### src/design/sbd_pkg.sv
// ----------------------------------------------------------------------------
// Sequence bytecode decoder package
// Parse phase codes, event kind codes, the command tables and the decoded
// event type shared by the decoder and its output stage.
// ----------------------------------------------------------------------------
package sbd_pkg;

    localparam logic [2:0] PH_IDLE  = 3'd0;
    localparam logic [2:0] PH_KEY   = 3'd1;
    localparam logic [2:0] PH_PARAM = 3'd2;
    localparam logic [2:0] PH_TIME1 = 3'd3;
    localparam logic [2:0] PH_TIME2 = 3'd4;
    localparam logic [2:0] PH_DUR1  = 3'd5;
    localparam logic [2:0] PH_DUR2  = 3'd6;
    localparam logic [2:0] PH_VEL   = 3'd7;

    localparam logic [4:0] EV_NOTE       = 5'd0;
    localparam logic [4:0] EV_RELNOTE    = 5'd1;
    localparam logic [4:0] EV_END        = 5'd2;
    localparam logic [4:0] EV_PORTA_ON   = 5'd13;
    localparam logic [4:0] EV_PORTA_OFF  = 5'd14;
    localparam logic [4:0] EV_ENVELOPE   = 5'd15;
    localparam logic [4:0] EV_VOICECLASS = 5'd16;
    localparam logic [4:0] EV_NOOP       = 5'd17;

    localparam logic [4:0] CMD_END       = 5'd0;
    localparam logic [4:0] CMD_PAN       = 5'd5;
    localparam logic [4:0] CMD_PORTA_ON  = 5'd14;
    localparam logic [4:0] CMD_PORTA_OFF = 5'd15;
    localparam logic [4:0] CMD_TABLE_VLQ = 5'h1f;

    localparam logic [7:0] KEY_RESET      = 8'd60;
    localparam logic [7:0] VELOCITY_RESET = 8'd127;
    localparam logic [7:0] PAN_MAX        = 8'h7f;
    localparam logic [15:0] TIMING_NONE   = 16'hffff;

    typedef struct packed {
        logic [4:0]  event_kind;
        logic [7:0]  key;
        logic [7:0]  previous_key;
        logic        glide;
        logic [7:0]  velocity;
        logic [15:0] note_length;
        logic [15:0] wait_ticks;
        logic [7:0]  param_a;
        logic [7:0]  param_b;
        logic [7:0]  param_c;
        logic [7:0]  param_d;
    } evt_t;

    // Number of parameter bytes that follow a control status byte.
    function automatic logic [2:0] param_count(input logic [4:0] cmd);
        logic [2:0] n;
        unique case (cmd) inside
            5'd0, 5'd11, 5'd12, 5'd15:          n = 3'd0;
            5'd7, 5'd10:                        n = 3'd2;
            5'd8:                               n = 3'd4;
            [5'd1:5'd6], 5'd9, 5'd13, 5'd14:    n = 3'd1;
            [5'd16:5'd21]:                      n = 3'd1;
            default:                            n = 3'd0;
        endcase
        return n;
    endfunction

    // Event kind reported for a control command.
    function automatic logic [4:0] ctrl_kind(input logic [4:0] cmd);
        logic [4:0] k;
        unique case (cmd) inside
            [5'd1:5'd10]:   k = cmd + 5'd2;
            CMD_PORTA_ON:   k = EV_PORTA_ON;
            CMD_PORTA_OFF:  k = EV_PORTA_OFF;
            [5'd16:5'd20]:  k = EV_ENVELOPE;
            5'd21:          k = EV_VOICECLASS;
            default:        k = EV_NOOP;
        endcase
        return k;
    endfunction

endpackage

### src/design/sequence_bytecode_decoder_core.sv
// ----------------------------------------------------------------------------
// Sequence bytecode decoder
// Parses a music-sequence bytecode one byte per word and emits one decoded
// event on the last byte of each command; also loads the duration table.
// ----------------------------------------------------------------------------
//  channel  | direction | tdata (low bit first)                | tuser
//  ---------+-----------+--------------------------------------+------------
//  s_*      | in        | byte_value, table_index, table_value | action
//  m_*      | out       | key .. param_d (see port comment)    | event_kind
//
// One input word is taken per cycle while s_tready is high; its event, if any,
// is registered at the accepting edge, in the output register or the skid entry.
// The parse state machine and the held note state update in that same cycle.
// Reset sets parse and held state to reset values and clears the 32-entry duration table.
// s_tready drops only while the output register and its skid entry are both
// full, and rises again once m_tready takes the waiting word.
module sequence_bytecode_decoder_core (
    input  logic        clk,
    input  logic        rst_n,
    input  logic        s_tvalid,
    output logic        s_tready,
    input  logic [31:0] s_tdata,  // byte_value[7:0], table_index[12:8], table_value[28:13]
    input  logic        s_tuser,  // action
    output logic        m_tvalid,
    input  logic        m_tready,
    output logic [95:0] m_tdata,  // key, previous_key, glide, velocity, note_length,
                                  // wait_ticks, param_a, param_b, param_c, param_d
    output logic [4:0]  m_tuser   // event_kind
);

    logic       acc;
    logic       seq_take;
    logic [7:0] byte_in;
    logic [4:0] tbl_idx;
    logic [15:0] tbl_val;

    logic [2:0]       phase_reg, phase_next;
    logic [7:0]       status_reg, status_next;
    logic [3:0][7:0]  par_reg, par_next;
    logic [2:0]       pcnt_reg, pcnt_next;
    logic [7:0]       vfirst_reg, vfirst_next;
    logic [15:0]      ptime_reg, ptime_next;
    logic             tvalid_reg, tvalid_next;
    logic [15:0]      plen_reg, plen_next;
    logic [15:0]      tlen_reg, tlen_next;
    logic [15:0]      delta_reg, delta_next;
    logic [15:0]      ndelta_reg, ndelta_next;
    logic [15:0]      length_reg, length_next;
    logic [7:0]       velocity_reg, velocity_next;
    logic [7:0]       key_reg, key_next;
    logic             porta_en_reg, porta_en_next;
    logic [7:0]       porta_time_reg, porta_time_next;
    logic             had_note_reg, had_note_next;
    logic             ended_reg, ended_next;
    logic [15:0]      dur_table_reg [32];

    logic             emit;
    sbd_pkg::evt_t    evt;
    logic             room;
    logic             out_valid;
    sbd_pkg::evt_t    out_evt;

    assign byte_in  = s_tdata[7:0];
    assign tbl_idx  = s_tdata[12:8];
    assign tbl_val  = s_tdata[28:13];
    assign s_tready = room;
    assign acc      = s_tvalid && room;
    assign seq_take = acc && s_tuser && !ended_reg;

    always_comb
    begin
        logic        do_start;
        logic        do_after_t;
        logic        do_after_d;
        logic        do_fin_note;
        logic        do_fin_ctrl;
        logic        vel_valid;
        logic [2:0]  pcnt_inc;
        logic [4:0]  cmd;
        logic [7:0]  key_step;
        logic [7:0]  prev;
        logic [15:0] d;

        do_start    = 1'b0;
        do_after_t  = 1'b0;
        do_after_d  = 1'b0;
        do_fin_note = 1'b0;
        do_fin_ctrl = 1'b0;
        vel_valid   = 1'b0;
        pcnt_inc    = pcnt_reg + 3'd1;
        cmd         = 5'd0;
        key_step    = {4'd0, byte_in[3:0]};
        prev        = key_reg;
        d           = delta_reg;

        phase_next      = phase_reg;
        status_next     = status_reg;
        par_next        = par_reg;
        pcnt_next       = pcnt_reg;
        vfirst_next     = vfirst_reg;
        ptime_next      = ptime_reg;
        tvalid_next     = tvalid_reg;
        plen_next       = plen_reg;
        tlen_next       = tlen_reg;
        delta_next      = delta_reg;
        ndelta_next     = ndelta_reg;
        length_next     = length_reg;
        velocity_next   = velocity_reg;
        key_next        = key_reg;
        porta_en_next   = porta_en_reg;
        porta_time_next = porta_time_reg;
        had_note_next   = had_note_reg;
        ended_next      = ended_reg;

        emit = 1'b0;
        evt  = '0;

        unique case (phase_reg)
            sbd_pkg::PH_IDLE:
            begin
                status_next = byte_in;
                par_next    = '0;
                pcnt_next   = 3'd0;
                tvalid_next = 1'b0;
                tlen_next   = dur_table_reg[byte_in[4:0]];
                if (!byte_in[7])
                begin
                    phase_next = sbd_pkg::PH_KEY;
                end
                else if (byte_in[6:5] == 2'b01)
                begin
                    key_next      = byte_in[4] ? key_reg + key_step : key_reg - key_step;
                    delta_next    = ndelta_reg;
                    had_note_next = 1'b1;
                    emit                 = 1'b1;
                    evt.event_kind       = sbd_pkg::EV_RELNOTE;
                    evt.key              = key_next;
                    evt.previous_key     = prev;
                    evt.glide            = porta_en_reg && had_note_reg
                                           && (porta_time_reg != 8'd0) && (prev != key_next);
                    evt.velocity         = velocity_reg;
                    evt.note_length      = length_reg;
                    evt.wait_ticks       = ndelta_reg;
                end
                else if (byte_in[4:0] == sbd_pkg::CMD_END)
                begin
                    ended_next       = 1'b1;
                    emit             = 1'b1;
                    evt.event_kind   = sbd_pkg::EV_END;
                    evt.key          = key_reg;
                    evt.previous_key = key_reg;
                    evt.velocity     = velocity_reg;
                    evt.note_length  = length_reg;
                end
                else if (sbd_pkg::param_count(byte_in[4:0]) != 3'd0)
                begin
                    phase_next = sbd_pkg::PH_PARAM;
                end
                else
                begin
                    do_start = 1'b1;
                end
            end
            sbd_pkg::PH_KEY:
            begin
                par_next[0] = byte_in;
                do_start    = 1'b1;
            end
            sbd_pkg::PH_PARAM:
            begin
                par_next[pcnt_reg[1:0]] = byte_in;
                pcnt_next               = pcnt_inc;
                if (pcnt_inc >= sbd_pkg::param_count(status_reg[4:0]))
                begin
                    do_start = 1'b1;
                end
            end
            sbd_pkg::PH_TIME1:
            begin
                if (status_reg[6:5] == 2'b11)
                begin
                    ptime_next  = dur_table_reg[byte_in[4:0]];
                    tvalid_next = 1'b1;
                    do_after_t  = 1'b1;
                end
                else if (byte_in[7])
                begin
                    vfirst_next = byte_in;
                    phase_next  = sbd_pkg::PH_TIME2;
                end
                else
                begin
                    ptime_next  = {8'd0, byte_in};
                    tvalid_next = 1'b1;
                    do_after_t  = 1'b1;
                end
            end
            sbd_pkg::PH_TIME2:
            begin
                ptime_next  = {2'd0, vfirst_reg[6:0], byte_in[6:0]};
                tvalid_next = 1'b1;
                do_after_t  = 1'b1;
            end
            sbd_pkg::PH_DUR1:
            begin
                if (byte_in[7])
                begin
                    vfirst_next = byte_in;
                    phase_next  = sbd_pkg::PH_DUR2;
                end
                else
                begin
                    plen_next  = {8'd0, byte_in};
                    do_after_d = 1'b1;
                end
            end
            sbd_pkg::PH_DUR2:
            begin
                plen_next  = {2'd0, vfirst_reg[6:0], byte_in[6:0]};
                do_after_d = 1'b1;
            end
            sbd_pkg::PH_VEL:
            begin
                par_next[1] = byte_in;
                vel_valid   = 1'b1;
                do_fin_note = 1'b1;
            end
            default:
            begin
                phase_next = sbd_pkg::PH_IDLE;
            end
        endcase

        if (do_start)
        begin
            if (status_next[6])
            begin
                phase_next = sbd_pkg::PH_TIME1;
            end
            else
            begin
                tvalid_next = 1'b0;
                ptime_next  = sbd_pkg::TIMING_NONE;
                do_after_t  = 1'b1;
            end
        end

        if (do_after_t)
        begin
            if (!status_next[7])
            begin
                if (status_next[4:0] == sbd_pkg::CMD_TABLE_VLQ)
                begin
                    phase_next = sbd_pkg::PH_DUR1;
                end
                else
                begin
                    plen_next  = tlen_reg;
                    do_after_d = 1'b1;
                end
            end
            else
            begin
                do_fin_ctrl = 1'b1;
            end
        end

        if (do_after_d)
        begin
            if (par_next[0][7])
            begin
                phase_next = sbd_pkg::PH_VEL;
            end
            else
            begin
                do_fin_note = 1'b1;
            end
        end

        if (do_fin_note)
        begin
            key_next    = {1'b0, par_next[0][6:0]};
            length_next = plen_next;
            if (status_next[6:5] == 2'b01)
            begin
                d = plen_next;
            end
            if (tvalid_next)
            begin
                d = ptime_next;
            end
            delta_next  = d;
            ndelta_next = d;
            if (vel_valid)
            begin
                velocity_next = par_next[1];
            end
            had_note_next    = 1'b1;
            emit             = 1'b1;
            evt.event_kind   = sbd_pkg::EV_NOTE;
            evt.key          = key_next;
            evt.previous_key = prev;
            evt.glide        = porta_en_reg && had_note_reg
                               && (porta_time_reg != 8'd0) && (prev != key_next);
            evt.velocity     = velocity_next;
            evt.note_length  = length_next;
            evt.wait_ticks   = d;
        end

        if (do_fin_ctrl)
        begin
            cmd              = status_next[4:0];
            evt.event_kind   = sbd_pkg::ctrl_kind(cmd);
            evt.param_a      = par_next[0];
            evt.param_b      = par_next[1];
            evt.param_c      = par_next[2];
            evt.param_d      = par_next[3];
            if ((cmd == sbd_pkg::CMD_PAN) && (par_next[0] > sbd_pkg::PAN_MAX))
            begin
                evt.param_a = sbd_pkg::PAN_MAX;
            end
            if (evt.event_kind == sbd_pkg::EV_ENVELOPE)
            begin
                evt.param_b = par_next[0];
                evt.param_a = {3'd0, cmd - 5'd16};
            end
            if (cmd == sbd_pkg::CMD_PORTA_ON)
            begin
                porta_en_next   = 1'b1;
                porta_time_next = par_next[0];
            end
            if (cmd == sbd_pkg::CMD_PORTA_OFF)
            begin
                porta_en_next = 1'b0;
            end
            if (tvalid_next)
            begin
                d = ptime_next;
            end
            delta_next       = d;
            emit             = 1'b1;
            evt.key          = key_reg;
            evt.previous_key = key_reg;
            evt.velocity     = velocity_reg;
            evt.note_length  = length_reg;
            evt.wait_ticks   = d;
        end

        if (emit)
        begin
            phase_next = sbd_pkg::PH_IDLE;
        end
    end

    always_ff @(posedge clk or negedge rst_n)
    begin
        if (!rst_n)
        begin
            phase_reg      <= sbd_pkg::PH_IDLE;
            status_reg     <= 8'd0;
            par_reg        <= '0;
            pcnt_reg       <= 3'd0;
            vfirst_reg     <= 8'd0;
            ptime_reg      <= sbd_pkg::TIMING_NONE;
            tvalid_reg     <= 1'b0;
            plen_reg       <= 16'd0;
            tlen_reg       <= 16'd0;
            delta_reg      <= 16'd0;
            ndelta_reg     <= 16'd0;
            length_reg     <= 16'd0;
            velocity_reg   <= sbd_pkg::VELOCITY_RESET;
            key_reg        <= sbd_pkg::KEY_RESET;
            porta_en_reg   <= 1'b0;
            porta_time_reg <= 8'd0;
            had_note_reg   <= 1'b0;
            ended_reg      <= 1'b0;
            for (int i = 0; i < 32; i++)
            begin
                dur_table_reg[i] <= 16'd0;
            end
        end
        else if (acc && !s_tuser)
        begin
            dur_table_reg[tbl_idx] <= tbl_val;
            // Keep the duration fetched for the current status byte coherent.
            if (tbl_idx == status_reg[4:0])
            begin
                tlen_reg <= tbl_val;
            end
        end
        else if (seq_take)
        begin
            phase_reg      <= phase_next;
            status_reg     <= status_next;
            par_reg        <= par_next;
            pcnt_reg       <= pcnt_next;
            vfirst_reg     <= vfirst_next;
            ptime_reg      <= ptime_next;
            tvalid_reg     <= tvalid_next;
            plen_reg       <= plen_next;
            tlen_reg       <= tlen_next;
            delta_reg      <= delta_next;
            ndelta_reg     <= ndelta_next;
            length_reg     <= length_next;
            velocity_reg   <= velocity_next;
            key_reg        <= key_next;
            porta_en_reg   <= porta_en_next;
            porta_time_reg <= porta_time_next;
            had_note_reg   <= had_note_next;
            ended_reg      <= ended_next;
        end
    end

    sbd_out_skid u_out (
        .clk       (clk),
        .rst_n     (rst_n),
        .push      (seq_take && emit),
        .push_evt  (evt),
        .room      (room),
        .out_valid (out_valid),
        .out_ready (m_tready),
        .out_evt   (out_evt)
    );

    assign m_tvalid = out_valid;
    assign m_tuser  = out_evt.event_kind;
    assign m_tdata  = {7'd0, out_evt.param_d, out_evt.param_c, out_evt.param_b,
                       out_evt.param_a, out_evt.wait_ticks, out_evt.note_length,
                       out_evt.velocity, out_evt.glide, out_evt.previous_key,
                       out_evt.key};

    a_silent_after_end: assert property (@(posedge clk) disable iff (!rst_n)
        ended_reg |-> !(seq_take && emit))
        else $error("event produced after the end command");

    a_glide_only_notes: assert property (@(posedge clk) disable iff (!rst_n)
        (seq_take && emit && evt.glide) |->
            (evt.event_kind == sbd_pkg::EV_NOTE || evt.event_kind == sbd_pkg::EV_RELNOTE))
        else $error("glide flagged on a non-note event");

    a_event_returns_idle: assert property (@(posedge clk) disable iff (!rst_n)
        (seq_take && emit) |=> (phase_reg == sbd_pkg::PH_IDLE))
        else $error("parser not idle after an event");

    a_end_sets_flag: assert property (@(posedge clk) disable iff (!rst_n)
        (seq_take && emit && evt.event_kind == sbd_pkg::EV_END) |=> ended_reg)
        else $error("end event did not stop the parser");

endmodule

### src/design/sbd_out_skid.sv
// ----------------------------------------------------------------------------
// Sequence bytecode decoder output stage
// Output register plus one skid entry, so the decoder keeps taking words
// while a finished event waits at the master side.
// ----------------------------------------------------------------------------
module sbd_out_skid (
    input  logic          clk,
    input  logic          rst_n,
    input  logic          push,
    input  sbd_pkg::evt_t push_evt,
    output logic          room,
    output logic          out_valid,
    input  logic          out_ready,
    output sbd_pkg::evt_t out_evt
);

    logic          out_valid_reg;
    logic          skid_valid_reg;
    sbd_pkg::evt_t out_evt_reg;
    sbd_pkg::evt_t skid_evt_reg;
    logic          drain;

    assign drain     = out_valid_reg && out_ready;
    assign room      = !skid_valid_reg;
    assign out_valid = out_valid_reg;
    assign out_evt   = out_evt_reg;

    always_ff @(posedge clk or negedge rst_n)
    begin
        if (!rst_n)
        begin
            out_valid_reg  <= 1'b0;
            skid_valid_reg <= 1'b0;
        end
        else if (skid_valid_reg)
        begin
            if (drain)
            begin
                skid_valid_reg <= 1'b0;
            end
        end
        else if (push)
        begin
            if (out_valid_reg && !out_ready)
            begin
                skid_valid_reg <= 1'b1;
            end
            else
            begin
                out_valid_reg <= 1'b1;
            end
        end
        else if (drain)
        begin
            out_valid_reg <= 1'b0;
        end
    end

    always_ff @(posedge clk)
    begin
        if (skid_valid_reg)
        begin
            if (drain)
            begin
                out_evt_reg <= skid_evt_reg;
            end
        end
        else if (push)
        begin
            if (out_valid_reg && !out_ready)
            begin
                skid_evt_reg <= push_evt;
            end
            else
            begin
                out_evt_reg <= push_evt;
            end
        end
    end

    // The skid entry is only ever filled behind a waiting output word.
    a_skid_behind_out: assert property (@(posedge clk) disable iff (!rst_n)
        skid_valid_reg |-> out_valid_reg)
        else $error("skid entry holds a word while the output register is empty");

    // A push is never offered while the skid entry is occupied.
    a_no_push_when_full: assert property (@(posedge clk) disable iff (!rst_n)
        skid_valid_reg |-> !push)
        else $error("event pushed while the output stage is full");

endmodule
### config.mk
export PLATFORM = sky130hd
export DESIGN_NAME = sequence_bytecode_decoder_core
export DESIGN_NICKNAME = d
export VERILOG_FILES = /design/src/design/sbd_pkg.sv /design/src/design/sequence_bytecode_decoder_core.sv /design/src/design/sbd_out_skid.sv
export SDC_FILE = /design/constraint.sdc
export NUM_CORES = 2
export LEC_CHECK = 0
export BUFFER_PORTS_ARGS = -buffer_cell sky130_fd_sc_hd__buf_2
export CAP_MARGIN = 20
export CORE_ASPECT_RATIO = 0.8
export CORE_MARGIN = 1.5
export CORE_UTILIZATION = 55
export CTS_CLUSTER_DIAMETER = 120
export DETAILED_ROUTE_END_ITERATION = 8
export PLACE_DENSITY = 0.81
export SLEW_MARGIN = 20
export SYNTH_ARGS = -nofsm -noshare
export SYNTH_HDL_FRONTEND = slang
export SYNTH_HIERARCHICAL = 1
export SYNTH_SLANG_ARGS = --single-unit
export TNS_END_PERCENT = 1
### constraint.sdc
create_clock -name clk -period 8.7 [get_ports clk]
set_input_delay 1.74 -clock clk [delete_from_list [all_inputs] [get_ports clk]]
set_output_delay 1.74 -clock clk [all_outputs]
set_load 0.02 [all_outputs]
==> metrics.txt <==
status complete, no violations; layout cells sized above 1 34.6%; Die W 312 um; CTS tree yes; Switching Share 35.1%; Worst Hold Class reg -> reg; CTS H-Tree Depth 3; Post-Syn Area 42100 um2; RSZ-0062 raised after global routing no; number of routed nets with antenna violations 0; area grow syn2layout 10.6%; Mapped Cells 3233; combinational power share 33.7%; root buf cell clkbuf_16; die footprint 78200 um2; Core ar. 75600 um2; most frequent cell after synthesis dfrtp_1; # setup viols final 0; Die H 250 um; IO Pins 140; top-area cell type share of the netlist area 39.5%; number of flops mapped to enable cells by yosys 188; reg2reg setup slack 3210 ps; initial antenna violation count 5; Pre-antenna DRT Iters 6; first-pass GRT wire length 167 mm; part of the cycle the worst path needs 76.0%; Total Wirelength 107 mm; initial DRC count 3215; Startpoint Class input port; Inserted Clock Buffers 86; DRC viols 0; pre-CTS WS 1470 ps; CTS sink count 879; nets@finish 3309; Worst Path Max Fanout 65; P_sw 5.30 mW; Max Fclk 0.151 GHz; Hold Path Cell Cnt 2; Arr. time, crit path 6910 ps; synthesized area per cell 13.0 um2; worst-skew pair later-pin latency 650 ps; Clock Path Buffers 3; Pwr per Cell Area 325 nW/um2; Clk network pwr share 27.1%; CP endpoint kind register; simple-gate share of the synthesized area 5.99%; vias 28200; Flop pwr share 39.1%; ys flop type dfrtp_1; Leak 20.3 nW; post-DP HPWL 66.4 mm; Netlist cell types 90; Resized Gates After CTS 0; n_diodes 0; Syn. warnings 6; Slew headroom 25.0%; xor/xnor cell area share of the yosys netlist 0.541%; Vias/cell 6.51; Post-CTS Hold Buffers 0; Initial Util 55.7%; Synth Area in Compound Gates 10.4%; Setup WS post-layout 2090 ps; Reg area 23000 um2; worst r2r src phase_reg[0]; fin crit period 6610 ps; Int Power 9.81 mW; Final Hold Viols 0; total gr overflow 0; R2R depth 10; fill count 5500; CP startpoint s_tdata[0]; maximum vdd ir drop 246 uV; sequential fraction of the synthesis area 54.6%; asr flop ratio synth 78.6%; Hold Crit Start ndelta_reg[4]; Wirelength per Cell 24.6 um; vias in the first global route 28400; floorplan row count 90; cell accounting for the most synthesized area dfrtp_1; mux contribution to synthesized area 24.5%; skew final 29.3 ps; multi-input logic area 17800 um2; Worst EP required 9000 ps; largest net degree at the start of global routing 179; max-cap violation count 0; post-route setup TNS 0 ps; setup bufs post-CTS 0; largest family of logic cells by synthesized area multiplexers; post-synthesis adder-cell area fraction 0.702%; Final Slew Violations 0; flops & latches, synth 879; Clock Pin Slew Worst Setup and Hold Paths 60 ps; Worst Max-Slew Pin Slew 1120 ps; crit path kind in -> reg; synth top area cells dfrtp_1 (39%), mux2_2 (17%), edfxtp_1 (13%), mux4_2 (4.8%), mux2i_1 (2.5%); commonest cells in the netlist dfrtp_1 (664), mux2_2 (645), nand2_1 (239); Largest register FFs 512; PortBufs 129; Tot GR Track Use 27.3%; gp weighted congestion 0.930
==> cells in the final DEF (no fill, tap or decap), types with 17 or more instances in the layout <==
| cell type | count |
|---|---|
| xnor2_1 | 18 |
| a22oi_1 | 38 |
| nor2_1 | 147 |
| o21ai_0 | 136 |
| buf_4 | 61 |
| dfrtp_1 | 663 |
| a21oi_1 | 73 |
| mux4_2 | 89 |
| clkinv_2 | 17 |
| o22ai_1 | 34 |
| edfxtp_1 | 188 |
| dfstp_2 | 27 |
| o211ai_1 | 18 |
| mux2_2 | 645 |
| nor3_1 | 24 |
| clkbuf_16 | 90 |
| nand2_1 | 239 |
| o221ai_1 | 34 |
| nand3_1 | 18 |
| a211oi_1 | 44 |
| inv_1 | 28 |
| buf_2 | 126 |
| mux2i_1 | 103 |
| a221oi_1 | 17 |
| ha_1 | 22 |
| a22o_1 | 71 |
==> worst max-delay path, stage by stage <==
cell and delay [ps]:
buf_8 500, inv_1 260, ha_1 310, nor4b_1 200, or4_4 490, a211oi_4 730, o21ai_4 110, nand2_1 550
nor2_1 380, nor2_1 380, and4bb_4 810, buf_12 340
==> power by group through the flow <==
stage,Combinational [mW],Clock (mW),Sequential [mW]
global placement,4.80,0,5.91
finish,5.10,4.10,5.91
CTS,5.00,4.14,5.89
global route,5.50,4.30,6.01
floorplan,3.55,0,5.97
detailed placement,4.95,0,5.95
==> final cells by class <==
class	instances	share of cell area (%)
inverters	29	0.234
clock buffers	112	5.28
flip-flops and latches	879	49.4
repair buffers	196	2.69
well taps	1012	2.72
multi-input cells	2057	38.2
clock inverters	49	1.46
==> layer usage <==
layer | vias up | global-route usage, % | part of all wire, % | wire length [um]
li1 | 12100 | - | - | -
met2 | 1369 | 40.7 | 45 | 47700
met1 | 14500 | 39.7 | 43 | 45500
met3 | 256 | 6.28 | 9.6 | 10200
met5 | - | 0 | 0.058 | 62
met4 | 10 | 8.46 | 3.0 | 3180
==> per-stage QoR <==
stage | total power [mW] | util (%) | std cells | hold WS (ps) | cell area, um2
floorplan | 9.53 | - | 3239 | 439 | 42100
global placement | 10.7 | 57.4 | 4171 | 456 | 43400
detailed placement | 10.9 | 57.4 | 4171 | 462 | 43400
CTS | 15.0 | 61.5 | 4332 | 482 | 46500
global route | 15.8 | 61.6 | 4334 | 492 | 46500
finish | 15.1 | 61.6 | 4334 | 485 | 46500
==> path summary, 6_finish.rpt <==
kind,end
hold / removal,ndelta_reg[4]
hold reg to reg,ndelta_reg[4]
setup reg to reg,u_out/skid_evt_reg[41]
max in group asynchronous,par_reg[23]
min in group asynchronous,dur_table_reg[20]
setup / recovery,u_out/skid_evt_reg[41]
==> cell families (layout without fill, tap and decap cells) <==
family,Yosys count,count (layout)
simple gates,552,552
other cells,1,7
mux,837,837
xor+xnor,26,26
fa+ha+maj,23,23
flops,879,879
buf+inv,303,386
compound gates,612,612
(Power assumes the default switching activity.)
